<file path="config.mk">
export PLATFORM = sky130hd
export DESIGN_NAME = hdlc_bit_stuff_framer
export DESIGN_NICKNAME = d
export VERILOG_FILES = /design/src/hdl/hbsf_pkg.sv /design/src/hdl/hbsf_front.sv /design/src/hdl/hbsf_queue.sv /design/src/hdl/hbsf_back.sv /design/src/hdl/hdlc_bit_stuff_framer.sv
export SDC_FILE = /design/constraint.sdc
export NUM_CORES = 1
export LEC_CHECK = 0
export BUFFER_PORTS_ARGS = -buffer_cell sky130_fd_sc_hd__buf_4
export CAP_MARGIN = 20
export CORE_ASPECT_RATIO = 0.8
export CORE_UTILIZATION = 40
export CTS_BUF_LIST = sky130_fd_sc_hd__clkbuf_8 sky130_fd_sc_hd__clkbuf_16
export DETAILED_ROUTE_END_ITERATION = 10
export GPL_ROUTABILITY_DRIVEN = 0
export GPL_TIMING_DRIVEN = 0
export SLEW_MARGIN = 20
export SYNTH_ARGS = -nofsm -noshare
export SYNTH_HDL_FRONTEND = slang
export SYNTH_HIERARCHICAL = 1
export SYNTH_SLANG_ARGS = --single-unit
</file>
<file path="constraint.sdc">
create_clock -name clk -period 5 [get_ports clk]
set_input_delay 0.25 -clock clk [delete_from_list [all_inputs] [get_ports clk]]
set_output_delay 0.25 -clock clk [all_outputs]
set_load 0.03 [all_outputs]
</file>
<file path="src/hdl/hbsf_pkg.sv">
`timescale 1ns / 1ps
// Shared types and constants of the HDLC bit stuffing framer.
package hbsf_pkg;

	// Frame delimiter geometry.
	localparam int FLAG_BITS   = 8;
	localparam int FLAG_IDX_W  = $clog2(FLAG_BITS);
	localparam logic [FLAG_BITS-1:0] FLAG_RESET = 8'h7E;

	// Receive side drops the first and the last flag length of each frame.
	localparam int POS_FULL    = 2 * FLAG_BITS;
	localparam int POS_W       = $clog2(POS_FULL + 1);

	// Defaults for the top level parameters.
	localparam int RUN_LIMIT_DEF   = 5;
	localparam int QUEUE_DEPTH_DEF = 4;

	// Configuration register indexes.
	localparam int CFG_IDX_W = 1;
	localparam int CFG_DATA_W = 8;
	localparam logic [CFG_IDX_W-1:0] REG_MODE = 1'b0;
	localparam logic [CFG_IDX_W-1:0] REG_FLAG = 1'b1;

	// Operating modes.
	localparam logic MODE_STUFF   = 1'b0;
	localparam logic MODE_DESTUFF = 1'b1;

	// Work descriptor for one accepted item; results go out in field order.
	typedef struct packed {
		logic open_flag;   // opening flag before the data bit
		logic has_data;    // one data bit
		logic data_bit;
		logic stuff_zero;  // inserted zero after a run of ones
		logic close_flag;  // closing flag, last bit ends the frame
		logic marker;      // frame end marker without a bit
	} job_t;

endpackage

</file>
<file path="src/hdl/hbsf_front.sv">
`timescale 1ns / 1ps
// Front end: accepts input bits, tracks frame and run state, builds job descriptors.
module hbsf_front #(
	parameter int RUN_LIMIT = hbsf_pkg::RUN_LIMIT_DEF
) (
	input  logic           clk,
	input  logic           arst_n,
	input  logic           mode,
	input  logic           mode_wr,
	input  logic           accept,
	input  logic           in_bit,
	input  logic           frame_last,
	output logic           push,
	output hbsf_pkg::job_t push_job
);
	import hbsf_pkg::*;

	localparam int RUN_W = $clog2(RUN_LIMIT + 1);

	logic [RUN_W-1:0]     ones_run_q;
	logic                 in_frame_q;
	logic [FLAG_BITS-1:0] rx_window_q;
	logic [POS_W-1:0]     rx_position_q;
	logic                 skip_next_q;

	logic [RUN_W-1:0]     ones_run_d;
	logic                 in_frame_d;
	logic [FLAG_BITS-1:0] rx_window_d;
	logic [POS_W-1:0]     rx_position_d;
	logic                 skip_next_d;
	logic [RUN_W-1:0]     run_base;
	logic [RUN_W-1:0]     run_inc;
	logic                 evicted;
	job_t                 job;

	always_comb begin
		job           = '0;
		ones_run_d    = ones_run_q;
		in_frame_d    = in_frame_q;
		rx_window_d   = rx_window_q;
		rx_position_d = rx_position_q;
		skip_next_d   = skip_next_q;
		evicted       = rx_window_q[FLAG_BITS-1];
		run_base      = ones_run_q;
		run_inc       = '0;
		if (mode == MODE_STUFF) begin
			if (!in_frame_q) begin
				job.open_flag = 1'b1;
				run_base      = '0;
			end
			in_frame_d    = 1'b1;
			run_inc       = run_base + RUN_W'(1);
			job.has_data  = 1'b1;
			job.data_bit  = in_bit;
			ones_run_d    = in_bit ? run_inc : '0;
			if (in_bit && (run_inc >= RUN_W'(RUN_LIMIT))) begin
				job.stuff_zero = 1'b1;
				ones_run_d     = '0;
			end
			if (frame_last) begin
				job.close_flag = 1'b1;
				ones_run_d     = '0;
				in_frame_d     = 1'b0;
				rx_window_d    = '0;
				rx_position_d  = '0;
				skip_next_d    = 1'b0;
			end
		end else begin
			in_frame_d  = 1'b1;
			rx_window_d = {rx_window_q[FLAG_BITS-2:0], in_bit};
			if (rx_position_q >= POS_W'(POS_FULL)) begin
				if (skip_next_q) begin
					// The bit after a full run of ones is a stuffed bit: drop it.
					skip_next_d = 1'b0;
				end else begin
					run_inc      = ones_run_q + RUN_W'(1);
					job.has_data = 1'b1;
					job.data_bit = evicted;
					ones_run_d   = evicted ? run_inc : '0;
					if (evicted && (run_inc >= RUN_W'(RUN_LIMIT))) begin
						skip_next_d = 1'b1;
						ones_run_d  = '0;
					end
				end
			end else begin
				rx_position_d = rx_position_q + POS_W'(1);
			end
			if (frame_last) begin
				job.marker    = 1'b1;
				ones_run_d    = '0;
				in_frame_d    = 1'b0;
				rx_window_d   = '0;
				rx_position_d = '0;
				skip_next_d   = 1'b0;
			end
		end
	end

	assign push     = accept && (job.has_data || job.marker);
	assign push_job = job;

	always_ff @(posedge clk or negedge arst_n) begin
		if (!arst_n) begin
			ones_run_q    <= '0;
			in_frame_q    <= 1'b0;
			rx_window_q   <= '0;
			rx_position_q <= '0;
			skip_next_q   <= 1'b0;
		end else if (mode_wr) begin
			ones_run_q    <= '0;
			in_frame_q    <= 1'b0;
			rx_window_q   <= '0;
			rx_position_q <= '0;
			skip_next_q   <= 1'b0;
		end else if (accept) begin
			ones_run_q    <= ones_run_d;
			in_frame_q    <= in_frame_d;
			rx_window_q   <= rx_window_d;
			rx_position_q <= rx_position_d;
			skip_next_q   <= skip_next_d;
		end
	end

endmodule

</file>
<file path="src/hdl/hbsf_queue.sv">
`timescale 1ns / 1ps
// Small job queue between the front end and the bit sequencer.
module hbsf_queue #(
	parameter int DEPTH = hbsf_pkg::QUEUE_DEPTH_DEF
) (
	input  logic           clk,
	input  logic           arst_n,
	input  logic           push,
	input  hbsf_pkg::job_t push_job,
	input  logic           pop,
	output hbsf_pkg::job_t head,
	output logic           not_empty,
	output logic           full
);
	import hbsf_pkg::*;

	localparam int PTR_W = (DEPTH > 1) ? $clog2(DEPTH) : 1;
	localparam int CNT_W = $clog2(DEPTH + 1);

	job_t             mem_q [DEPTH];
	logic [PTR_W-1:0] wr_ptr_q;
	logic [PTR_W-1:0] rd_ptr_q;
	logic [CNT_W-1:0] count_q;

	assign head      = mem_q[rd_ptr_q];
	assign not_empty = (count_q != '0);
	assign full      = (count_q == CNT_W'(DEPTH));

	always_ff @(posedge clk) begin
		if (push) begin
			mem_q[wr_ptr_q] <= push_job;
		end
	end

	always_ff @(posedge clk or negedge arst_n) begin
		if (!arst_n) begin
			wr_ptr_q <= '0;
			rd_ptr_q <= '0;
			count_q  <= '0;
		end else begin
			if (push) begin
				wr_ptr_q <= (wr_ptr_q == PTR_W'(DEPTH - 1)) ? '0 : wr_ptr_q + PTR_W'(1);
			end
			if (pop) begin
				rd_ptr_q <= (rd_ptr_q == PTR_W'(DEPTH - 1)) ? '0 : rd_ptr_q + PTR_W'(1);
			end
			case ({push, pop})
				2'b10:   count_q <= count_q + CNT_W'(1);
				2'b01:   count_q <= count_q - CNT_W'(1);
				default: count_q <= count_q;
			endcase
		end
	end

endmodule

</file>
<file path="src/hdl/hbsf_back.sv">
`timescale 1ns / 1ps
// Back end: expands one job at a time into serial results behind an output register.
module hbsf_back (
	input  logic                           clk,
	input  logic                           arst_n,
	input  logic [hbsf_pkg::FLAG_BITS-1:0] flag_pattern,
	input  hbsf_pkg::job_t                 head,
	input  logic                           head_valid,
	output logic                           pop,
	output logic                           out_valid,
	input  logic                           out_stall,
	output logic                           out_bit,
	output logic                           bit_valid,
	output logic                           frame_end,
	output logic                           run_end
);
	import hbsf_pkg::*;

	localparam logic [FLAG_IDX_W-1:0] IDX_LAST = FLAG_IDX_W'(FLAG_BITS - 1);

	logic                  cur_valid_q;
	job_t                  cur_q;
	logic [FLAG_IDX_W-1:0] idx_q;

	job_t                  cur_d;
	logic [FLAG_IDX_W-1:0] idx_d;
	logic                  emit_bit;
	logic                  emit_valid;
	logic                  emit_fend;
	logic                  done;
	logic                  can_emit;
	logic                  flag_bit;

	logic                  out_valid_q;
	logic                  out_bit_q;
	logic                  bit_valid_q;
	logic                  frame_end_q;
	logic                  run_end_q;

	assign flag_bit = flag_pattern[IDX_LAST - idx_q];

	// Pick the first outstanding piece of the current job in emission order.
	always_comb begin
		cur_d      = cur_q;
		idx_d      = idx_q;
		emit_bit   = 1'b0;
		emit_valid = 1'b1;
		emit_fend  = 1'b0;
		if (cur_q.open_flag) begin
			emit_bit = flag_bit;
			if (idx_q == IDX_LAST) begin
				cur_d.open_flag = 1'b0;
				idx_d           = '0;
			end else begin
				idx_d = idx_q + FLAG_IDX_W'(1);
			end
		end else if (cur_q.has_data) begin
			emit_bit       = cur_q.data_bit;
			cur_d.has_data = 1'b0;
		end else if (cur_q.stuff_zero) begin
			cur_d.stuff_zero = 1'b0;
		end else if (cur_q.close_flag) begin
			emit_bit = flag_bit;
			if (idx_q == IDX_LAST) begin
				emit_fend        = 1'b1;
				cur_d.close_flag = 1'b0;
				idx_d            = '0;
			end else begin
				idx_d = idx_q + FLAG_IDX_W'(1);
			end
		end else begin
			emit_valid   = 1'b0;
			emit_fend    = 1'b1;
			cur_d.marker = 1'b0;
		end
		done = !(cur_d.open_flag || cur_d.has_data || cur_d.stuff_zero ||
			cur_d.close_flag || cur_d.marker);
	end

	assign can_emit = cur_valid_q && (!out_valid_q || !out_stall);
	assign pop      = head_valid && (!cur_valid_q || (can_emit && done));

	always_ff @(posedge clk or negedge arst_n) begin
		if (!arst_n) begin
			cur_valid_q <= 1'b0;
			idx_q       <= '0;
			out_valid_q <= 1'b0;
		end else begin
			if (pop) begin
				cur_valid_q <= 1'b1;
				idx_q       <= '0;
			end else if (can_emit) begin
				cur_valid_q <= !done;
				idx_q       <= idx_d;
			end
			if (can_emit) begin
				out_valid_q <= 1'b1;
			end else if (!out_stall) begin
				out_valid_q <= 1'b0;
			end
		end
	end

	always_ff @(posedge clk) begin
		if (pop) begin
			cur_q <= head;
		end else if (can_emit) begin
			cur_q <= cur_d;
		end
		if (can_emit) begin
			out_bit_q   <= emit_bit;
			bit_valid_q <= emit_valid;
			frame_end_q <= emit_fend;
			run_end_q   <= done;
		end
	end

	assign out_valid = out_valid_q;
	assign out_bit   = out_bit_q;
	assign bit_valid = bit_valid_q;
	assign frame_end = frame_end_q;
	assign run_end   = run_end_q;

endmodule

</file>
<file path="src/hdl/hdlc_bit_stuff_framer.sv">
`timescale 1ns / 1ps
// Top level of the HDLC bit stuffing framer and deframer.
// Throughput: the input side takes one item per cycle while the job queue has room; the
// result side delivers one result per cycle while out_stall is low.
// Reset: arst_n clears mode to stuffing, the flag to 0x7E, all frame state, the queue and
// the output valid flag; no clearing pass is needed.
module hdlc_bit_stuff_framer #(
	parameter int RUN_LIMIT   = hbsf_pkg::RUN_LIMIT_DEF,
	parameter int QUEUE_DEPTH = hbsf_pkg::QUEUE_DEPTH_DEF
) (
	input  logic                            clk,
	input  logic                            arst_n,
	// Configuration write port.
	input  logic                            cfg_we,
	input  logic [hbsf_pkg::CFG_IDX_W-1:0]  cfg_index,
	input  logic [hbsf_pkg::CFG_DATA_W-1:0] cfg_data,
	// Input channel.
	input  logic                            in_valid,
	output logic                            in_stall,
	input  logic                            in_bit,
	input  logic                            frame_last,
	// Result channel.
	output logic                            out_valid,
	input  logic                            out_stall,
	output logic                            out_bit,
	output logic                            bit_valid,
	output logic                            frame_end,
	output logic                            run_end
);
	import hbsf_pkg::*;

	// Configuration registers. Writing mode also clears all frame state in the front end.
	logic                 mode_q;
	logic [FLAG_BITS-1:0] flag_q;
	logic                 mode_wr;

	assign mode_wr = cfg_we && (cfg_index == REG_MODE);

	always_ff @(posedge clk or negedge arst_n) begin
		if (!arst_n) begin
			mode_q <= MODE_STUFF;
			flag_q <= FLAG_RESET;
		end else if (cfg_we) begin
			case (cfg_index)
				REG_MODE: mode_q <= cfg_data[0];
				REG_FLAG: flag_q <= cfg_data[FLAG_BITS-1:0];
				default:  mode_q <= mode_q;
			endcase
		end
	end

	// The front end classifies each transaction into a job; the queue lets the
	// input keep flowing while the back end serializes flags and stuffed zeros.
	logic accept;
	logic push;
	job_t push_job;
	job_t head;
	logic head_valid;
	logic pop;
	logic q_full;

	assign in_stall = q_full;
	assign accept   = in_valid && !in_stall;

	hbsf_front #(
		.RUN_LIMIT (RUN_LIMIT)
	) u_front (
		.clk        (clk),
		.arst_n     (arst_n),
		.mode       (mode_q),
		.mode_wr    (mode_wr),
		.accept     (accept),
		.in_bit     (in_bit),
		.frame_last (frame_last),
		.push       (push),
		.push_job   (push_job)
	);

	hbsf_queue #(
		.DEPTH (QUEUE_DEPTH)
	) u_queue (
		.clk       (clk),
		.arst_n    (arst_n),
		.push      (push),
		.push_job  (push_job),
		.pop       (pop),
		.head      (head),
		.not_empty (head_valid),
		.full      (q_full)
	);

	// The back end reads the flag register at the time each flag bit goes out.
	hbsf_back u_back (
		.clk          (clk),
		.arst_n       (arst_n),
		.flag_pattern (flag_q),
		.head         (head),
		.head_valid   (head_valid),
		.pop          (pop),
		.out_valid    (out_valid),
		.out_stall    (out_stall),
		.out_bit      (out_bit),
		.bit_valid    (bit_valid),
		.frame_end    (frame_end),
		.run_end      (run_end)
	);

	// A job is never written into a full queue.
	a_no_push_when_full: assert property (@(posedge clk) disable iff (!arst_n)
		push |-> !q_full)
		else $error("job pushed into a full queue");

	// The result that closes a frame is always the last one of its transaction.
	a_frame_end_is_run_end: assert property (@(posedge clk) disable iff (!arst_n)
		(out_valid && frame_end) |-> run_end)
		else $error("frame end not on the last result of a transaction");

	// A result without a bit is only the frame end marker, and it carries a zero.
	a_marker_shape: assert property (@(posedge clk) disable iff (!arst_n)
		(out_valid && !bit_valid) |-> (frame_end && !out_bit))
		else $error("malformed marker result");

endmodule
</file>
# Word level (Yosys, flattened, before mapping)
# Memory sizes are Yosys's and may differ from the RTL's.
# Index checks and enable logic that the tools add are counted.
# word_totals
n_memories	1
ram_bits	24
output_inout_bits	6
input_bits	16
regBits	49
# mem_list
name	words	width	read_ports	rd_ports_with_merged_regs	write_ports	line_no	text
u_queue.mem_q	4	6	1	0	1	hbsf_queue.sv:20	job_t mem_q [DEPTH];
# op_classes
reduce_logical	35
n_lt_le_gt_ge	4
eq_ne	12
mux	79
add_sub_neg	9
n_bitwise	1
# op_table
cell	n
two-way mux 3 bit	22
two-way mux 8 bit	5
two-way mux 1 bit	35
two-way mux 5 bit	6
two-way mux 2 bit	7
adder 3 x 1 -> 3 bit (second input constant)	4
two-way mux 6 bit	2
nonzero test 3 bit	4
AND reduction 3 bit	3
logical AND 1 bit	8
logical OR 1 bit	7
== test 2 bit (second input constant)	3
== test 3 bit (second input constant)	2
greater-or-equal comparator 3 bit (second input constant)	2
inequality test 3 x 2 -> 1 bit (second input constant)	2
one-hot mux 3 bit (2 select lines)	1
AND reduction 2 bit	3
nonzero test 2 bit	3
adder 5 x 1 -> 5 bit (second input constant)	1
greater-or-equal comparator 5 bit (second input constant)	1
zero test 1 bit	5
adder 2 x 1 -> 2 bit (second input constant)	2
less-than comparator 3 x 4 -> 1 bit (second input constant)	1
inequality test 4 x 2 -> 1 bit (second input constant)	1
other kinds (10)	10

# Logic depth before layout (Yosys ltp)
# Gate-level depths: netlist of the first run.
# depth
depth_word	15
ltp_mapped	12

# By module
# Netlist of the first run, hierarchy kept.
# by_module_without_submodules
mod	seq_area_each_um2	area_per_inst_um2	cells_per_inst	n_inst
hbsf_queue	895.9	1283.7	67	1
hbsf_front	450.4	1229.9	140	1
hbsf_back	425.4	857.1	69	1
hdlc_bit_stuff_framer	232.7	394.1	21	1

# Worst setup path after synthesis of the first run
# Ideal clock, no wire load.
# synth_timing
kind	flip-flop to flip-flop
from	register u_queue.count_q[0]
to	register u_queue.count_q[1]
setup_slack_ns	2.137
path_stages_with_launch	10
arrival_time_ns	2.738
cell_sequence	dfrtp_1 > nor3b_1 > nor2b_1 > buf_4 > inv_1 > a31oi_1 > inv_2 > ha_1 > fa_1 > mux2_2
# synth_between
elab_chain_len	6
word_cells_on_any_way	12
classes_between	2 x add/sub; 3 x eq/ne; 1 x mux; 6 x reduce/logical
# synth_lines
item	line_no	text
from (decl)	hbsf_queue.sv:23	logic [CNT_W-1:0] count_q;
from (signal assigned)	hbsf_queue.sv:48	2'b10: count_q <= count_q + CNT_W'(1);
from (signal assigned)	hbsf_queue.sv:49	2'b01: count_q <= count_q - CNT_W'(1);
from (signal assigned)	hbsf_queue.sv:50	default: count_q <= count_q;
== test 3 bit *	hbsf_queue.sv:27	assign full = (count_q == CNT_W'(DEPTH));
net in_stall	hdlc_bit_stuff_framer.sv:19	output logic in_stall,
zero test 1 bit *	hdlc_bit_stuff_framer.sv:63	assign accept = in_valid && !in_stall;
logical AND 1 bit *	hdlc_bit_stuff_framer.sv:63	
net accept	hdlc_bit_stuff_framer.sv:54	logic accept;
logical AND 1 bit *	hbsf_front.sv:99	assign push = accept && (job.has_data || job.marker);
net push	hdlc_bit_stuff_framer.sv:55	logic push;
== test 2 x 1 -> 1 bit / == test 2 bit (equally long branches)	hbsf_queue.sv:47	case ({push, pop})
one-hot mux 3 bit (2 select lines) / nonzero test 2 bit (equally long branches)	-	
# The timed path passes the listed nets; every way through them passes the cells marked *.
# A chain may end at the register's enable or synchronous reset.

# Final worst setup path of the first run
# layout_timing
from	register u_queue.count_q[2]
to	register u_queue.count_q[2]
# layout_between
elab_chain_len	6
word_cells_on_any_way	12
classes_between	2 x add/sub; 3 x eq/ne; 1 x mux; 6 x reduce/logical
# layout_lines
item	line_no
== test 3 bit *	hbsf_queue.sv:27
zero test 1 bit *	hdlc_bit_stuff_framer.sv:63
logical AND 1 bit *	hdlc_bit_stuff_framer.sv:63
net accept	hdlc_bit_stuff_framer.sv:54
logical AND 1 bit *	hbsf_front.sv:99
net push	hdlc_bit_stuff_framer.sv:55
== test 2 x 1 -> 1 bit / == test 2 bit (equally long branches)	hbsf_queue.sv:47
one-hot mux 3 bit (2 select lines) / nonzero test 2 bit (equally long branches)	-
# Marked as above.

==> metrics.txt, run 1 <==
# TYPE chip_impl_metric gauge
chip_impl_metric{name="finalSetupTns",unit="ns"} 0
chip_impl_metric{name="slew_headroom",unit="%"} 44.6
chip_impl_metric{name="routed_wirelength_normalized_by_instance_count",unit="microns"} 15.8
chip_impl_metric{name="placed_cells",unit=""} 432
chip_impl_metric{name="synth.lib_cells_used.distinct",unit=""} 64
chip_impl_metric{name="num_io_pins",unit=""} 22
chip_impl_metric{name="final-setup-viol-count",unit=""} 0
chip_impl_metric{name="synth_top_cell_area_share",unit="%"} 27.1
chip_impl_metric{name="max_cap_violations",unit=""} 0
chip_impl_metric{name="stdcell_count",unit=""} 449
chip_impl_metric{name="io_buffers",unit=""} 20
chip_impl_info{name="critPathLaunchType",value="flop"} 1
chip_impl_metric{name="floorplan.initialDensity",unit="%"} 41.5
chip_impl_metric{name="critical_path.max_stage_delay",unit="ns"} 0.66
chip_impl_metric{name="areaGrowthSynthToFinish",unit="%"} 16.9
chip_impl_info{name="worstSetupPathType",value="reg2reg"} 1
chip_impl_metric{name="post_dp_cell_area",unit="sq mm"} 0.00406
chip_impl_metric{name="finalMaxSlewViolations",unit=""} 0
chip_impl_metric{name="critical_path.n_buffers_inverters",unit=""} 3
chip_impl_metric{name="asyncSetResetFlopFracSynth",unit="%"} 53.4
chip_impl_metric{name="grt_util_met3",unit="%"} 4.73
chip_impl_metric{name="wirelength",unit="microns"} 7090
chip_impl_metric{name="final.setup_skew",unit="ns"} 0.00479
chip_impl_metric{name="drive_above_1_share",unit="%"} 27.2
chip_impl_metric{name="syn-cell-area",unit="sq mm"} 0.00376
chip_impl_metric{name="largest_net_degree_at_the_start_of_global_routing",unit=""} 40
chip_impl_info{name="critical_path.top_delay_family",value="compound AO/OA/AOI/OAI gates"} 1
chip_impl_metric{name="drt-initial-drc-count",unit=""} 138
chip_impl_metric{name="core.rowCount",unit=""} 31
chip_impl_metric{name="grt.overflow.total",unit=""} 0
chip_impl_metric{name="grt_pass1_wl",unit="microns"} 11600
chip_impl_metric{name="drt-pass1-iter-count",unit=""} 4
chip_impl_metric{name="grt_usage",unit="%"} 15.5
chip_impl_metric{name="grt_pass1_vias",unit=""} 2176
chip_impl_metric{name="ys_warn_count",unit=""} 6
chip_impl_metric{name="ys_seq_elements",unit=""} 73
chip_impl_metric{name="worst_skew_pair.late_latency",unit="ns"} 0.33
chip_impl_metric{name="insertedDiodeCount",unit=""} 0
chip_impl_metric{name="met2_usage",unit="%"} 22.6
chip_impl_metric{name="worst_hold_slack",unit="ns"} 0.147
chip_impl_info{name="combinational_family_with_the_most_area_after_synthesis",value="simple AND/OR/NAND/NOR gates"} 1
chip_impl_metric{name="grt.met1_usage",unit="%"} 22.2
chip_impl_metric{name="dr_total_vias",unit=""} 2333
chip_impl_metric{name="avgViaCountPerCell",unit=""} 5.20
chip_impl_metric{name="core-area",unit="sq mm"} 0.00908
chip_impl_metric{name="pre_cts_ws",unit="ns"} 1.96
chip_impl_metric{name="critPathArrivalTime",unit="ns"} 3.23
chip_impl_metric{name="detail_route.drc_violations",unit=""} 0
chip_impl_metric{name="cts_max_path_buffers",unit=""} 2
chip_impl_info{name="cell_type_contributing_the_most_total_cell_area_after_synthesis",value="sky130_fd_sc_hd__edfxtp_1"} 1
chip_impl_info{name="worstPathCellList",value="nor3b_1, nor2b_1, buf_4, inv_1, a31oi_1, inv_2, ha_1, fa_1, xnor2_1, nor2_1, xor2_1"} 1
chip_impl_metric{name="synth_enable_flop_cells",unit=""} 34
chip_impl_info{name="cts_tree",value="done"} 1
chip_impl_metric{name="worst_ir_drop_vdd",unit="V"} 0.000314
chip_impl_metric{name="final_hold_viol_count",unit=""} 0
chip_impl_metric{name="worstHoldPathCells",unit=""} 2
chip_impl_info{name="critical_path.reg2reg.endpoint",value="u_queue/count_q[2]$_DFFE_PN0P_"} 1
chip_impl_metric{name="die_width",unit="microns"} 110
chip_impl_metric{name="yosys.area_share.simple",unit="%"} 14.9
chip_impl_metric{name="nNetsFinal",unit=""} 359
chip_impl_metric{name="r2r.worst_path.cells",unit=""} 11
chip_impl_metric{name="timing.critical_path.required",unit="ns"} 5.21
chip_impl_metric{name="synth-adder-area-share",unit="%"} 4.85
chip_impl_metric{name="clock_sinks",unit=""} 73
chip_impl_metric{name="worst-slew-pin-transition",unit="ns"} 0.827
chip_impl_info{name="outcome",value="completed"} 1
chip_impl_metric{name="postRouteAntennaNets",unit=""} 0
chip_impl_metric{name="fp.dieArea",unit="sq mm"} 0.00981
chip_impl_info{name="rsz0062_at_grt",value="false"} 1
chip_impl_metric{name="syn_nets",unit=""} 327
chip_impl_info{name="crit_path_top_delay_cell",value="sky130_fd_sc_hd__a31oi_1"} 1
chip_impl_metric{name="number_of_levels_in_the_clock_h_tree",unit=""} 3
chip_impl_metric{name="synth_compound_area_share",unit="%"} 10.5
chip_impl_metric{name="finalInstanceArea",unit="sq mm"} 0.00440
chip_impl_metric{name="post_synth_xor_area_fraction",unit="%"} 0.931
chip_impl_info{name="hold_path_end",value="flag_q[1]$_DFFE_PN1P_"} 1
chip_impl_metric{name="power.static_leakage",unit="uW"} 0.00178
chip_impl_info{name="timing.rr.start",value="u_queue/count_q[2]$_DFFE_PN0P_"} 1
chip_impl_info{name="setup.worst_path.end_class",value="flop"} 1
chip_impl_info{name="min_path_type",value="in2reg"} 1
chip_impl_info{name="grt_busiest_layer",value="met2"} 1
chip_impl_metric{name="die_h",unit="microns"} 88.8
chip_impl_metric{name="post-route-min-period",unit="ns"} 3.01
chip_impl_metric{name="syn-mean-instance-area",unit="sq um"} 12.7
chip_impl_metric{name="syn_inst",unit=""} 297
chip_impl_info{name="post_synth_main_area_contributors",value="sky130_fd_sc_hd__edfxtp_1 (27%), sky130_fd_sc_hd__dfrtp_1 (22%), sky130_fd_sc_hd__mux4_2 (4.8%), sky130_fd_sc_hd__ha_1 (4.3%), sky130_fd_sc_hd__dfstp_2 (4.2%)"} 1
chip_impl_info{name="worst_hold_startpoint",value="cfg_data[1]"} 1
chip_impl_metric{name="power_density_of_the_placed_cells",unit="mW/mm^2"} 513
chip_impl_metric{name="reg2reg_slack",unit="ns"} 1.99
chip_impl_metric{name="timing.final.ws_setup",unit="ns"} 1.99
chip_impl_metric{name="max_freq",unit="GHz"} 0.332
chip_impl_metric{name="synth.yosys.seq_area_share",unit="%"} 53.2
chip_impl_metric{name="fin_crit_sh",unit="%"} 60.2
chip_impl_metric{name="crit_fanout",unit=""} 11
chip_impl_metric{name="number_of_antenna_violations_at_the_first_check_in_global_routing",unit=""} 0
chip_impl_info{name="synth-main-ff-cell",value="sky130_fd_sc_hd__edfxtp_1"} 1
chip_impl_metric{name="detailedPlacementHpwl",unit="microns"} 4710
chip_impl_metric{name="cts_inserted_buffers",unit=""} 9
chip_impl_metric{name="cts.clk_slew.worst_paths",unit="ns"} 0.06
chip_impl_metric{name="synth_mux_area_share",unit="%"} 11.8
chip_impl_info{name="cts_root_buf",value="sky130_fd_sc_hd__clkbuf_16"} 1
==> synthesized netlist by cell type (all sizes together) (3+ instances only) <==
| cell type | count |
|---|---|
| edfxtp | 34 |
| dfrtp | 33 |
| a21oi | 19 |
| nor2 | 19 |
| inv | 14 |
| mux2 | 14 |
| ha | 13 |
| nand2b | 13 |
| nand2 | 11 |
| nand3 | 9 |
| o21ai | 9 |
| mux4 | 8 |
| nor2b | 8 |
| and2 | 7 |
| buf | 7 |
| mux2i | 7 |
| clkbuf | 6 |
| dfstp | 6 |
| a21boi | 3 |
| a22o | 3 |
| a32o | 3 |
| nand3b | 3 |
| nand4 | 3 |
| nor3b | 3 |
| o21a | 3 |
| o22ai | 3 |
| or3 | 3 |
| or3b | 3 |
| xnor2 | 3 |
==> where the power goes <==
part,switching [uW],total [uW],internal (uW)
registers,98.5,895,797
logic,342,681,339
clock network,243,682,438
total,684,2260,1570
==> registers in the layout (all words and copies together) (netlist names), 2 cells and up <==
register	flops
u_front/rx_position_q	5
u_queue/mem_q	24
u_queue/rd_ptr_q	2
flag_q	8
u_front/rx_window_q	8
u_queue/count_q	3
u_front/ones_run_q	3
u_back/idx_q	3
u_queue/wr_ptr_q	2
u_back/cur_q	5
==> cell type report <==
type | instances | area, sq um
plain buffers | 13 | 91.3
well taps | 115 | 144
flip-flops and latches | 73 | 2000
inverters | 14 | 52.6
clock inverters | 3 | 17.5
fillers | 815 | 4680
clock buffers | 13 | 314
repair buffers | 21 | 160
multi-input cells | 197 | 1620
==> worst reg2reg max path, stage by stage (launching register included) <==
cell	delay [ns]
sky130_fd_sc_hd__dfrtp_1	0.40
sky130_fd_sc_hd__nor3b_1	0.16
sky130_fd_sc_hd__nor2b_1	0.20
sky130_fd_sc_hd__buf_4	0.21
sky130_fd_sc_hd__inv_1	0.17
sky130_fd_sc_hd__a31oi_1	0.66
sky130_fd_sc_hd__inv_2	0.10
sky130_fd_sc_hd__ha_1	0.27
sky130_fd_sc_hd__fa_1	0.38
sky130_fd_sc_hd__xnor2_1	0.16
sky130_fd_sc_hd__nor2_1	0.06
sky130_fd_sc_hd__xor2_1	0.13
==> how the worst max path moves through the flow <==
stage / start / endpoint / cells after the start
global placement: u_queue/count_q[2]$_DFFE_PN0P_ / u_queue/count_q[2]$_DFFE_PN0P_ / 11
global route: u_queue/count_q[2]$_DFFE_PN0P_ / u_queue/count_q[2]$_DFFE_PN0P_ / 11
CTS: u_queue/count_q[2]$_DFFE_PN0P_ / u_queue/count_q[2]$_DFFE_PN0P_ / 11
floorplan: u_queue/count_q[0]$_DFFE_PN0P_ / u_queue/count_q[1]$_DFFE_PN0P_ / 9
detailed placement: u_queue/count_q[2]$_DFFE_PN0P_ / u_queue/count_q[2]$_DFFE_PN0P_ / 11
finish: u_queue/count_q[2]$_DFFE_PN0P_ / u_queue/count_q[2]$_DFFE_PN0P_ / 11
==> routing by layer <==
layer | part of all wire, % | wire (microns)
met1 | 51 | 3650
met2 | 43 | 3080
met3 | 3.8 | 268
met4 | 1.3 | 92
met5 | 0 | 0
==> timing repair <==
| action | CTS | global route |
|---|---|---|
| gates resized for setup | 0 | 0 |
| buffers inserted | 0 | 0 |
| endpoints found under the hold margin | 33 | 0 |
| hold buffers | 1 | 0 |
==> through the flow <==
step                      util [%]  power [uW]
final                         48.5        2260
after global routing          48.5        2400
after CTS                     48.5        2290
after detailed placement      44.7        1590
after global placement        44.7        1570
after floorplan                  -        1420
==> layout by cell type, fill, tap and decap left out, types with 3 or more instances in the layout <==
cell type,n
sky130_fd_sc_hd__a21boi_0,3
sky130_fd_sc_hd__a21oi_1,18
sky130_fd_sc_hd__a22o_1,3
sky130_fd_sc_hd__a32o_1,3
sky130_fd_sc_hd__and2_2,5
sky130_fd_sc_hd__buf_4,21
sky130_fd_sc_hd__buf_6,5
sky130_fd_sc_hd__clkbuf_1,6
sky130_fd_sc_hd__clkbuf_16,12
sky130_fd_sc_hd__dfrtp_1,33
sky130_fd_sc_hd__dfstp_2,6
sky130_fd_sc_hd__edfxtp_1,34
sky130_fd_sc_hd__ha_1,13
sky130_fd_sc_hd__inv_1,13
sky130_fd_sc_hd__mux2_2,4
sky130_fd_sc_hd__mux2_4,10
sky130_fd_sc_hd__mux2i_1,7
sky130_fd_sc_hd__mux4_2,8
sky130_fd_sc_hd__nand2_1,10
sky130_fd_sc_hd__nand2b_1,12
sky130_fd_sc_hd__nand3_1,9
sky130_fd_sc_hd__nand3b_1,3
sky130_fd_sc_hd__nand4_1,3
sky130_fd_sc_hd__nor2_1,19
sky130_fd_sc_hd__nor2b_1,7
sky130_fd_sc_hd__o21a_1,3
sky130_fd_sc_hd__o21ai_0,8
sky130_fd_sc_hd__o22ai_1,3
sky130_fd_sc_hd__or3_1,3
sky130_fd_sc_hd__xnor2_1,3
==> logic make-up after synthesis <==
group,after synthesis
buffers and inverters,27
DFF,73
xor gates and xnor gates,4
and+or+nand+nor,93
adders and majority gates,14
muxes,29
AOI/OAI and AO/OA,57
No activity file was read; power rests on OpenSTA's default activity.
==> run 2: changes to the inputs <==
Clock period 5 ns to 3.1 ns, I/O delays scaled along.
==> run 2 against run 1 <==
  * Clock power grew 61%
  * Worst hold slack worse by 0.095 ns
  * Clock skew down 0.00062 ns
  * Register-to-register slack got worse by 1.7 ns
  * First-iteration DRC count grew 7.2%
  * Via count barely moved
  * Global-route usage stayed put
  * Sequential power grew 61%
  * Combinational power grew 62%
  * Critical path type unchanged
  * Largest power group unchanged
==> metrics.txt, run 2 (synthesis results as in run 1) <==
# TYPE chip_impl_metric gauge
chip_impl_metric{name="worst-slew-pin-transition",unit="ns"} 0.545
chip_impl_metric{name="grt.overflow.total",unit=""} 0
chip_impl_metric{name="final-setup-viol-count",unit=""} 0
chip_impl_info{name="register_ranked_first_by_flip_flop_count",value="u_queue/mem_q"} 1
chip_impl_metric{name="die_h",unit="microns"} 88.8
chip_impl_info{name="most-common-layout-cells",value="sky130_fd_sc_hd__edfxtp_1 (34), sky130_fd_sc_hd__dfrtp_1 (33), sky130_fd_sc_hd__buf_4 (21)"} 1
chip_impl_metric{name="largest_reg_flops",unit=""} 24
chip_impl_metric{name="cts_inserted_buffers",unit=""} 9
chip_impl_metric{name="num_io_pins",unit=""} 22
chip_impl_metric{name="areaGrowthSynthToFinish",unit="%"} 17.0
chip_impl_info{name="layout.cells.most_common",value="sky130_fd_sc_hd__edfxtp_1"} 1
chip_impl_metric{name="insertedDiodeCount",unit=""} 0
chip_impl_metric{name="clock_power_share",unit="%"} 30.2
chip_impl_info{name="min_path_type",value="in2reg"} 1
chip_impl_metric{name="max_cap_violations",unit=""} 0
chip_impl_metric{name="clock_sinks",unit=""} 73
chip_impl_metric{name="grt_pass1_wl",unit="microns"} 11600
chip_impl_metric{name="stdcell_count",unit=""} 449
chip_impl_metric{name="largest_net_degree_at_the_start_of_global_routing",unit=""} 40
chip_impl_metric{name="timing.critical_path.required",unit="ns"} 3.31
chip_impl_info{name="worstSetupPathType",value="reg2reg"} 1
chip_impl_metric{name="crit_fanout",unit=""} 11
chip_impl_metric{name="cts.repair_timing.setup_buffer_count",unit=""} 0
chip_impl_info{name="cts_tree",value="done"} 1
chip_impl_metric{name="power_dissipated_by_switching_net_loads",unit="uW"} 1100
chip_impl_metric{name="critPathArrivalTime",unit="ns"} 3.02
chip_impl_info{name="crit_path_top_delay_cell",value="sky130_fd_sc_hd__a31oi_2"} 1
chip_impl_metric{name="finalSetupTns",unit="ns"} 0
chip_impl_metric{name="worst_skew_pair.late_latency",unit="ns"} 0.33
chip_impl_info{name="reg.largest.list",value="u_queue/mem_q: 24 flops, flag_q: 8 flops, u_front/rx_window_q: 8 flops"} 1
chip_impl_metric{name="cts_max_path_buffers",unit=""} 2
chip_impl_metric{name="power_frac_comb",unit="%"} 30.2
chip_impl_metric{name="routed_wirelength_normalized_by_instance_count",unit="microns"} 15.9
chip_impl_metric{name="fp.dieArea",unit="sq mm"} 0.00981
chip_impl_metric{name="core.rowCount",unit=""} 31
chip_impl_metric{name="worst_ir_drop_vdd",unit="V"} 0.000506
chip_impl_metric{name="die_width",unit="microns"} 110
chip_impl_metric{name="power_report.internal_total",unit="uW"} 2540
chip_impl_metric{name="core-area",unit="sq mm"} 0.00908
chip_impl_metric{name="slew_headroom",unit="%"} 63.7
chip_impl_metric{name="drive_above_1_share",unit="%"} 27.5
chip_impl_info{name="outcome",value="completed"} 1
chip_impl_metric{name="power_density_of_the_placed_cells",unit="mW/mm^2"} 826
chip_impl_metric{name="grt_usage",unit="%"} 15.5
chip_impl_metric{name="max_freq",unit="GHz"} 0.357
chip_impl_metric{name="drt-pass1-iter-count",unit=""} 4
chip_impl_info{name="worstPathCellList",value="nor3b_1, nor2b_1, buf_4, inv_1, a31oi_2, inv_2, ha_1, fa_1, xnor2_1, nor2_1, xor2_1"} 1
chip_impl_metric{name="number_of_antenna_violations_at_the_first_check_in_global_routing",unit=""} 0
chip_impl_metric{name="detailedPlacementHpwl",unit="microns"} 4710
chip_impl_metric{name="pre_cts_ws",unit="ns"} 0.0558
chip_impl_metric{name="placed_cells",unit=""} 432
chip_impl_metric{name="postRouteAntennaNets",unit=""} 0
chip_impl_metric{name="final.setup_skew",unit="ns"} 0.00417
chip_impl_metric{name="critical_path.max_stage_delay",unit="ns"} 0.47
chip_impl_info{name="critPathLaunchType",value="flop"} 1
chip_impl_info{name="cts_root_buf",value="sky130_fd_sc_hd__clkbuf_16"} 1
chip_impl_metric{name="power.switching_fraction",unit="%"} 30.3
chip_impl_metric{name="dr_total_vias",unit=""} 2331
chip_impl_metric{name="grt_pass1_vias",unit=""} 2176
chip_impl_metric{name="finalMaxSlewViolations",unit=""} 0
chip_impl_info{name="setup.worst_path.end_class",value="flop"} 1
chip_impl_metric{name="drt-initial-drc-count",unit=""} 148
chip_impl_metric{name="nNetsFinal",unit=""} 359
chip_impl_metric{name="number_of_levels_in_the_clock_h_tree",unit=""} 3
chip_impl_metric{name="fin_crit_sh",unit="%"} 90.4
chip_impl_metric{name="cts.clk_slew.worst_paths",unit="ns"} 0.06
chip_impl_metric{name="power.share.sequential",unit="%"} 39.6
chip_impl_metric{name="power.static_leakage",unit="uW"} 0.00178
chip_impl_info{name="rsz0062_at_grt",value="false"} 1
chip_impl_metric{name="r2r.worst_path.cells",unit=""} 11
chip_impl_metric{name="wirelength",unit="microns"} 7130
chip_impl_metric{name="post-route-min-period",unit="ns"} 2.80
chip_impl_metric{name="worstHoldPathCells",unit=""} 2
chip_impl_metric{name="timing.final.ws_setup",unit="ns"} 0.297
chip_impl_metric{name="io_buffers",unit=""} 20
chip_impl_metric{name="final_hold_viol_count",unit=""} 0
chip_impl_metric{name="detail_route.drc_violations",unit=""} 0
chip_impl_metric{name="floorplan.initialDensity",unit="%"} 41.5
chip_impl_metric{name="avgViaCountPerCell",unit=""} 5.19
-- run 2: cell types whose count changed in the layout (fill, tap and decap cells not counted) --
cell	before	now
sky130_fd_sc_hd__a31oi_2	0	1
sky130_fd_sc_hd__a31oi_1	2	1
-- run 2: final timing paths --
check,start,endpoint,slack (ns)
worst max-delay path,u_queue/count_q[2]$_DFFE_PN0P_,u_queue/count_q[2]$_DFFE_PN0P_,0.30
worst min-delay path,cfg_data[1],flag_q[1]$_DFFE_PN1P_,0.05
worst max register to register,u_queue/count_q[2]$_DFFE_PN0P_,u_queue/count_q[2]$_DFFE_PN0P_,0.30
worst min register to register,u_queue/count_q[2]$_DFFE_PN0P_,u_queue/count_q[2]$_DFFE_PN0P_,0.48
max in group asynchronous,arst_n,u_front/ones_run_q[2]$_DFFE_PN0P_,2.37
min in group asynchronous,arst_n,u_back/out_valid$_DFFE_PN0P_,0.35
-- run 2: timing repair --
action                                  4_1_cts  5_1_grt
endpoints found under the hold margin        33        0
endpoints found under the setup margin        0        2
hold buffers                                  1        0
gates resized for setup                       0        1
-- run 2: per-stage QoR --
stage	hold WS [ns]	utilization [%]	total power [uW]	area (sq um)
4_1_cts	0.0392	48.5	3690	4400
6_report	0.0527	48.6	3640	4410
3_3_place_gp	0.177	44.7	2540	4060
2_1_floorplan	-0.141	-	2290	3760
3_5_place_dp	0.179	44.7	2570	4060
5_1_grt	0.0396	48.6	3870	4410
-- run 2: area by class of cell --
class,instances,area (sq um)
Buffer,13,91.3
Sequential cell,73,2000
Multi-Input combinational cell,197,1620
Fill cell,816,4670
Clock buffer,13,314
Timing Repair Buffer,21,160
Tap cell,115,144
Clock inverter,3,17.5
Inverter,14,52.6
-- run 2: power groups by stage --
| stage | Sequential [uW] | Combinational (uW) | Clock [uW] |
|---|---|---|---|
| 2_1_floorplan | 1460 | 829 | 0 |
| 3_3_place_gp | 1450 | 1090 | 0 |
| 3_5_place_dp | 1460 | 1110 | 0 |
| 4_1_cts | 1440 | 1120 | 1130 |
| 5_1_grt | 1470 | 1230 | 1170 |
| 6_report | 1440 | 1100 | 1100 |
-- run 2: critical path, delay by kind of cell, from the launching register on --
family,cells,cell delay (ns)
AO/OA/AOI/OAI,1,0.47
buffers and inverters,3,0.47
adder cells (fa/ha/maj),2,0.63
flip-flops,1,0.40
AND/OR/NAND/NOR,3,0.42
XOR/XNOR,2,0.29
-- run 2: layer usage --
layer	track usage (%)	vias to the layer above	part of all wire [%]
met2	22.6	38	44
met3	4.73	6	3.8
met4	4.73	0	0.76
li1	-	1151	-
met1	22.2	1136	51
met5	0	-	0
==> run 3: changes to the inputs <==
Settings changed: CORE_MARGIN set to 4.
Clock period 3.1 ns to 2.9 ns, I/O delays scaled along.
==> run 3 against run 2 <==
  * Global-route usage decreased by 1.5 points
  * Critical path depth decreased by 1
  * Total power up 6.4%
  * Clock-buffer cell count decreased by 3
  * Clock skew rose by 0.0041 ns
  * Critical path type unchanged
  * Critical endpoint is now u_queue/count_q[1]$_DFFE_PN0P_
  * Largest power group unchanged
==> metrics.txt, run 3 (synthesis results as in run 1) <==
# TYPE chip_impl_metric gauge
chip_impl_metric{name="postRouteAntennaNets",unit=""} 0
chip_impl_metric{name="final-setup-viol-count",unit=""} 0
chip_impl_metric{name="grt_pass1_vias",unit=""} 2368
chip_impl_info{name="outcome",value="completed"} 1
chip_impl_metric{name="dr_total_vias",unit=""} 2376
chip_impl_info{name="register_ranked_first_by_flip_flop_count",value="u_queue/mem_q"} 1
chip_impl_metric{name="cts.clk_slew.worst_paths",unit="ns"} 0.06
chip_impl_metric{name="avgViaCountPerCell",unit=""} 5.25
chip_impl_metric{name="drt-initial-drc-count",unit=""} 217
chip_impl_metric{name="power_density_of_the_placed_cells",unit="mW/mm^2"} 876
chip_impl_metric{name="slew_headroom",unit="%"} 64.3
chip_impl_metric{name="areaGrowthSynthToFinish",unit="%"} 17.5
chip_impl_metric{name="final_hold_viol_count",unit=""} 0
chip_impl_metric{name="critPathArrivalTime",unit="ns"} 2.88
chip_impl_metric{name="core-area",unit="sq mm"} 0.00911
chip_impl_metric{name="largest_reg_flops",unit=""} 24
chip_impl_metric{name="post_dp_cell_area",unit="sq mm"} 0.00406
chip_impl_metric{name="drive_above_1_share",unit="%"} 28.4
chip_impl_metric{name="cts_inserted_buffers",unit=""} 9
chip_impl_metric{name="max_cap_violations",unit=""} 0
chip_impl_metric{name="worst_ir_drop_vdd",unit="V"} 0.000610
chip_impl_metric{name="die_width",unit="microns"} 116
chip_impl_metric{name="nNetsFinal",unit=""} 363
chip_impl_metric{name="detail_route.drc_violations",unit=""} 0
chip_impl_metric{name="crit_fanout",unit=""} 13
chip_impl_info{name="crit_path_top_delay_cell",value="sky130_fd_sc_hd__dfrtp_1"} 1
chip_impl_metric{name="io_buffers",unit=""} 20
chip_impl_metric{name="stdcell_count",unit=""} 453
chip_impl_info{name="layout.cells.most_common",value="sky130_fd_sc_hd__edfxtp_1"} 1
chip_impl_metric{name="power_frac_comb",unit="%"} 31.3
chip_impl_metric{name="post-route-min-period",unit="ns"} 2.66
chip_impl_metric{name="report.power.total",unit="uW"} 3870
chip_impl_metric{name="number_of_antenna_violations_at_the_first_check_in_global_routing",unit=""} 0
chip_impl_metric{name="insertedDiodeCount",unit=""} 0
chip_impl_metric{name="clock_sinks",unit=""} 73
chip_impl_metric{name="clock_power_share",unit="%"} 28.9
chip_impl_metric{name="drt-pass1-iter-count",unit=""} 4
chip_impl_metric{name="power_dissipated_by_switching_net_loads",unit="uW"} 1180
chip_impl_info{name="cts_root_buf",value="sky130_fd_sc_hd__clkbuf_16"} 1
chip_impl_metric{name="power.share.sequential",unit="%"} 39.8
chip_impl_metric{name="final.setup_skew",unit="ns"} 0.00831
chip_impl_info{name="most-common-layout-cells",value="sky130_fd_sc_hd__edfxtp_1 (34), sky130_fd_sc_hd__dfrtp_1 (33), sky130_fd_sc_hd__buf_4 (25)"} 1
chip_impl_metric{name="worst-slew-pin-transition",unit="ns"} 0.534
chip_impl_info{name="critPathLaunchType",value="flop"} 1
chip_impl_metric{name="die_h",unit="microns"} 94.8
chip_impl_metric{name="num_io_pins",unit=""} 22
chip_impl_info{name="path_common_cell",value="sky130_fd_sc_hd__ha_1"} 1
chip_impl_metric{name="largest_net_degree_at_the_start_of_global_routing",unit=""} 40
chip_impl_info{name="min_path_type",value="in2reg"} 1
chip_impl_metric{name="grt_pass1_wl",unit="microns"} 11900
chip_impl_info{name="cts_tree",value="done"} 1
chip_impl_metric{name="placed_cells",unit=""} 432
chip_impl_metric{name="grt_usage",unit="%"} 14.1
chip_impl_metric{name="finalMaxSlewViolations",unit=""} 0
chip_impl_metric{name="post-route-util",unit="%"} 48.5
chip_impl_metric{name="floorplan.initialDensity",unit="%"} 41.3
chip_impl_metric{name="cts_max_path_buffers",unit=""} 2
chip_impl_metric{name="worst_skew_pair.late_latency",unit="ns"} 0.33
chip_impl_metric{name="finalInstanceArea",unit="sq mm"} 0.00442
chip_impl_metric{name="core.rowCount",unit=""} 31
chip_impl_metric{name="timing.critical_path.required",unit="ns"} 3.12
chip_impl_metric{name="routed_wirelength_normalized_by_instance_count",unit="microns"} 15.6
chip_impl_metric{name="fp.dieArea",unit="sq mm"} 0.0110
chip_impl_metric{name="max_freq",unit="GHz"} 0.376
chip_impl_metric{name="grt.overflow.total",unit=""} 0
chip_impl_info{name="setup.worst_path.end_class",value="flop"} 1
chip_impl_metric{name="detailedPlacementHpwl",unit="microns"} 4840
chip_impl_info{name="worstPathCellList",value="ha_1, ha_2, nand2b_4, a211oi_2, a21oi_2, o21ai_2, buf_6, ha_1, fa_1, mux2_2"} 1
chip_impl_info{name="rsz0062_at_grt",value="false"} 1
chip_impl_metric{name="worst_hold_slack",unit="ns"} 0.0437
chip_impl_info{name="worstSetupPathType",value="reg2reg"} 1
chip_impl_metric{name="critical_path.max_stage_delay",unit="ns"} 0.44
chip_impl_metric{name="wirelength",unit="microns"} 7090
chip_impl_metric{name="power.static_leakage",unit="uW"} 0.00178
chip_impl_metric{name="power.switching_fraction",unit="%"} 30.4
chip_impl_metric{name="power_report.internal_total",unit="uW"} 2690
chip_impl_info{name="reg.largest.list",value="u_queue/mem_q: 24 flops, flag_q: 8 flops, u_front/rx_window_q: 8 flops"} 1
chip_impl_metric{name="number_of_levels_in_the_clock_h_tree",unit=""} 3
chip_impl_metric{name="fin_crit_sh",unit="%"} 91.7
-- run 3: power groups by stage --
stage	Clock [uW]	Combinational, uW	Sequential, uW
2_1_floorplan	0	886	1560
3_3_place_gp	0	1160	1550
3_5_place_dp	0	1190	1560
4_1_cts	1160	1210	1540
5_1_grt	1210	1340	1570
6_report	1120	1210	1540
-- run 3: cell type report --
type | instances | area (sq um)
plain buffers | 13 | 91.3
clock buffers | 10 | 250
clock inverters | 6 | 57.6
fillers | 823 | 4690
inverters | 14 | 52.6
multi-input cells | 197 | 1630
flip-flops and latches | 73 | 2000
well taps | 115 | 144
repair buffers | 25 | 190
-- run 3: stage by stage --
step	setup slack [ns]	TNS, ns
detailed placement	-0.273	-0.437
finish	0.240	0
global route	0.0626	0
floorplan	0.0371	0
global placement	-0.168	-0.300
CTS	0.110	0
-- run 3: per-layer routing --
metal | GRT usage, % | up-vias | share of wire, %
li1 | - | 1160 | -
met5 | 0 | - | 0
met2 | 21.2 | 45 | 46
met1 | 19.3 | 1168 | 49
met3 | 5.77 | 3 | 4.7
met4 | 2.32 | 0 | 0.34
-- run 3: final timing paths --
path / cells after the start / slack [ns] / endpoint / from
hold / removal: 2 / 0.04 / flag_q[5]$_DFFE_PN1P_ / cfg_data[5]
max in group asynchronous: 2 / 2.18 / flag_q[4]$_DFFE_PN1P_ / arst_n
hold reg to reg: 1 / 0.48 / u_queue/count_q[2]$_DFFE_PN0P_ / u_queue/count_q[2]$_DFFE_PN0P_
setup reg to reg: 10 / 0.24 / u_queue/count_q[1]$_DFFE_PN0P_ / u_back/idx_q[0]$_DFFE_PN0P_
min in group asynchronous: 2 / 0.32 / u_back/out_valid$_DFFE_PN0P_ / arst_n
setup / recovery: 10 / 0.24 / u_queue/count_q[1]$_DFFE_PN0P_ / u_back/idx_q[0]$_DFFE_PN0P_
-- run 3: critical path: cells and delay by family (launching register included) --
family	cells	cell delay [ns]
compound gates	3	0.50
fa+ha+maj	4	1.08
buf+inv	1	0.19
flops	1	0.44
mux	1	0.27
simple gates	1	0.06
-- run 3: timing repair --
item                                    CTS  global route
endpoints found under the hold margin    33             0
resized for setup                         2             1
pin swaps                                 0             1
endpoints found under the setup margin    2             2
buffers inserted                          0             4
hold buffers                              1             0
